### src/fwrs_cmp.sv
// Shared compare unit: keeps the best candidate seen during a table scan.
`default_nettype none
module fwrs_cmp #(
  parameter int unsigned IdxBits = 6
) (
  input  wire logic               clk_i,
  input  wire logic               rst_ni,
  input  wire logic               clear_i,
  input  wire logic               cand_i,
  input  wire logic [IdxBits-1:0] idx_i,
  input  wire logic [40:0]        key_i,
  output      logic               found_o,
  output      logic [IdxBits-1:0] best_o
);
  logic               found_q, found_d;
  logic [IdxBits-1:0] best_q, best_d;
  logic [40:0]        key_q, key_d;

  // Take the candidate when none held yet or its key is larger.
  always_comb begin
    found_d = found_q;
    best_d  = best_q;
    key_d   = key_q;
    if (clear_i) begin
      found_d = 1'b0;
    end else if (cand_i && (!found_q || key_i > key_q)) begin
      found_d = 1'b1;
      best_d  = idx_i;
      key_d   = key_i;
    end
  end

  always_ff @(posedge clk_i or negedge rst_ni) begin
    if (!rst_ni) begin
      found_q <= 1'b0;
    end else begin
      found_q <= found_d;
    end
  end

  always_ff @(posedge clk_i) begin
    best_q <= best_d;
    key_q  <= key_d;
  end

  assign found_o = found_q;
  assign best_o  = best_q;
endmodule
`default_nettype wire

### config.mk
export PLATFORM = sky130hd
export DESIGN_NAME = fwrs_cmp
export DESIGN_NICKNAME = d
export VERILOG_FILES = /design/src/fwrs_cmp.sv
export SDC_FILE = /design/constraint.sdc
export NUM_CORES = 1
export LEC_CHECK = 0
export ABC_CLOCK_PERIOD_IN_PS = 3700
export BUFFER_PORTS_ARGS = -buffer_cell sky130_fd_sc_hd__buf_2
export CAP_MARGIN = 15
export CELL_PAD_IN_SITES_DETAIL_PLACEMENT = 1
export CELL_PAD_IN_SITES_GLOBAL_PLACEMENT = 2
export CORE_ASPECT_RATIO = 0.75
export CORE_MARGIN = 2
export CORE_UTILIZATION = 30
export CTS_BUF_LIST = sky130_fd_sc_hd__clkbuf_8
export DETAILED_ROUTE_END_ITERATION = 8
export PLACE_DENSITY = 0.71
export SLEW_MARGIN = 20
export SYNTH_ARGS = -nofsm -noshare
export SYNTH_HDL_FRONTEND = slang
export SYNTH_SLANG_ARGS = --single-unit
### constraint.sdc
create_clock -name clk_i -period 3.7 [get_ports clk_i]
set_clock_uncertainty 0.05 [all_clocks]
set_input_delay 0.555 -clock clk_i [delete_from_list [all_inputs] [get_ports clk_i]]
set_output_delay 0.555 -clock clk_i [all_outputs]
set_load 0.02 [all_outputs]
==> flow_summary.toml <==
[sta]
setup_viol = 0
finalHoldViolations = 0
final.setup.worst_slack_ps = 826
slew_headroom_pct = 38.2
worst_pin_slew_ps = 927
grt_setup_unrepaired = "false"
post-route-min-period_ps = 2870
finalCritPeriodShare_pct = 77.7
holdWs_ps = 369
setup_tns_ps = 0
slew_violations = 0
timing.fmax_ghz = 0.348

[placement]
pre_cts_slack_ps = 481
dp_hpwl_microns = 4010
placed_area_sq_um = 2980
io_buffers = 57
place_congestion = 0.722
dp_cells = 363

[drt]
drt-initial-drc-count = 37
num_vias = 1659
via_per_inst = 4.46
ant_nets = 0
drtPass1Iterations = 2
totalWireLength_microns = 5000
wl_per_cell_microns = 13.5
drc = 0

[final_layout]
final_area_sq_um = 3110
insertedDiodeCount = 0
fin_cells = 372
utilization_pct = 38.7
fin_nets = 358
syn_to_final_growth_pct = 22.6
layout-drive-gt1-share_pct = 27.0

[synth]
yosysTopAreaCellShare_pct = 55.7
yosysTopAreaCell = "edfxtp_1"
syn_area_sq_um = 2530
synthCells = 200
avgSynthCellArea_sq_um = 12.7
seq_area_frac_synth_pct = 56.7
yosysWarnings = 0
post-synth-top-count-cell = "edfxtp_1"
synth_area_leaders = "edfxtp_1, ha_1, inv_1"
syn-num-nets = 292
async_flop_share_pct = 2.08
netlist_top_cells_count = "edfxtp_1, inv_1, ha_1"
synth-edff-count = 47
ys.flop_type = "edfxtp_1"
ys_ff_latch = 48
yosys.cell_types.count = 26

[global_routing]
grt_pass1_wl_microns = 8400
grt_usage_pct = 11.8
antenna_found_initial = 0
grt.overflow.total = 0
grt_pass1_vias = 1758
grt_max_degree = 31

[power_and_ir_drop]
power.internal_uw = 923
swShare_pct = 25.1
pwr-share-seq_pct = 52.6
p_comb_share_pct = 15.2
p_leak_nw = 1.43
switchingPower_uw = 309
finalPower_mw = 1.23
p_per_area_nw_per_um2 = 397
ir_worst_vdd_mv = 0.150
clkPwrFrac_pct = 32.2

[floorplanning]
core_area_sq_um = 8020
die_x_microns = 110
pin_count = 58
rows = 28
design.die.area_sq_um = 9200
die_y_microns = 83.6
start_util_pct = 31.6

[clock_network]
clk_pin_slew_ps = 100
cts_resized = 0
cts_made_buffers = 5
clk_root_buffer_cell = "clkbuf_8"
cts_tree = "yes"
htreeDepth = 2
cts_num_sinks = 48
clk-insertion-delay-late_ps = 300
post_cts_buffers = 0
postCtsHoldBufs = 1
clockBufferDepth = 2

[setup_path]
cp-start-kind = "flop"
crit_buf_inv = 2
criticalPathCategory = "flop to flop"
crit_fanout = 30
crit_arrival_ps = 2830
cp_top_family = "compound AO/OA/AOI/OAI gates"
worstSetupEndpointType = "flop"
path_cells = "inv_1, ha_1, nand4_2, nor4_4, o2111ai_1, a31oi_1, nor3_1, o32ai_4, buf_12"
cpPeakStageDelay_ps = 530
required_ps = 3650
cp_slowest_cell = "o32ai_4"

[job]
maxCapViolations = 0

[outcome]
status = "finished clean"

[hold_path]
hp-class = "primary input to flop"
==> flip-flops by register name (all words and copies together), names as in the netlist <==
name and count:
best_o 6, found_o 1, key_q 41
==> path summary, 6_finish.rpt <==
path | slack, ps | cells after the start | endpoint | from
max | 830 | 9 | key_q[37] | key_q[39]
max in group asynchronous | 3020 | 2 | found_o | rst_ni
min in group asynchronous | 500 | 2 | found_o | rst_ni
min reg2reg | 540 | 2 | found_o | found_o
max reg2reg | 830 | 9 | key_q[37] | key_q[39]
min | 370 | 1 | best_o[0] | idx_i[0]
==> final cells by class <==
| type | instances | area [sq um] |
|---|---|---|
| fill | 896 | 4920 |
| sequential | 48 | 1440 |
| multi-input combinational | 109 | 946 |
| timing repair buffer | 59 | 315 |
| inverter | 43 | 161 |
| tap | 105 | 131 |
| clock buffer | 5 | 68.8 |
| clock inverter | 3 | 46.3 |
==> cells by family after synthesis <==
kind of cell	after synthesis	synth area share, %
fa+ha+maj	41	20.3
compound gates	35	8.99
simple gates	33	7.66
flops	48	56.7
buf+inv	43	6.37
==> metal layers <==
layer  track usage (%)  up-vias  part of all wire (%)
met5                 0        -                     0
met4              4.09        0                   1.4
met3              2.65        7                   4.1
met2              18.5       30                    45
met1              16.0      766                    50
li1                  -      856                     -
==> power groups by stage <==
| stage | Sequential (mW) | Combinational, mW | Clock, mW |
|---|---|---|---|
| detailed placement | 0.661 | 0.190 | 0 |
| floorplan | 0.667 | 0.105 | 0 |
| CTS | 0.649 | 0.193 | 0.417 |
| global placement | 0.660 | 0.187 | 0 |
| global route | 0.653 | 0.217 | 0.432 |
| finish | 0.648 | 0.187 | 0.397 |
==> worst reg2reg max path, cell delays in order, from the launching register on <==
cell and delay [ps]:
edfxtp_1 350, inv_1 40, ha_1 320, nand4_2 160, nor4_4 370, o2111ai_1 160
a31oi_1 190, nor3_1 100, o32ai_4 530, buf_12 290
==> placed cells by master (no fill, tap or decap) <==
cell type      synthesis  final
nand3_1                3      3
bufinv_16              0      1
and3_1                 1      1
a31oi_1                1      1
a21boi_1               1      1
buf_2                  0     57
o32ai_4                0      1
inv_1                 43     43
o311ai_1               1      1
o2111ai_1              1      1
nand4_1                6      6
a221oi_1               2      2
a21boi_2               1      1
o21ai_0                5      5
dfrtp_1                1      1
inv_6                  0      1
a211oi_1               1      1
a311o_1                1      1
ha_1                  41     41
nand2_1               10     10
clkinvlp_4             0      1
nor4_4                 1      1
a2bb2oi_1              1      1
o21a_1                 2      2
clkbuf_8               0      5
a21oi_1               16     16
o21ai_1                1      1
buf_12                 0      1
nor2_1                 5      5
nand4_2                3      3
nor3_1                 4      4
dlygate4sd3_1          0      1
edfxtp_1              47     47
Note: power is estimated with default switching activity, not from simulation.
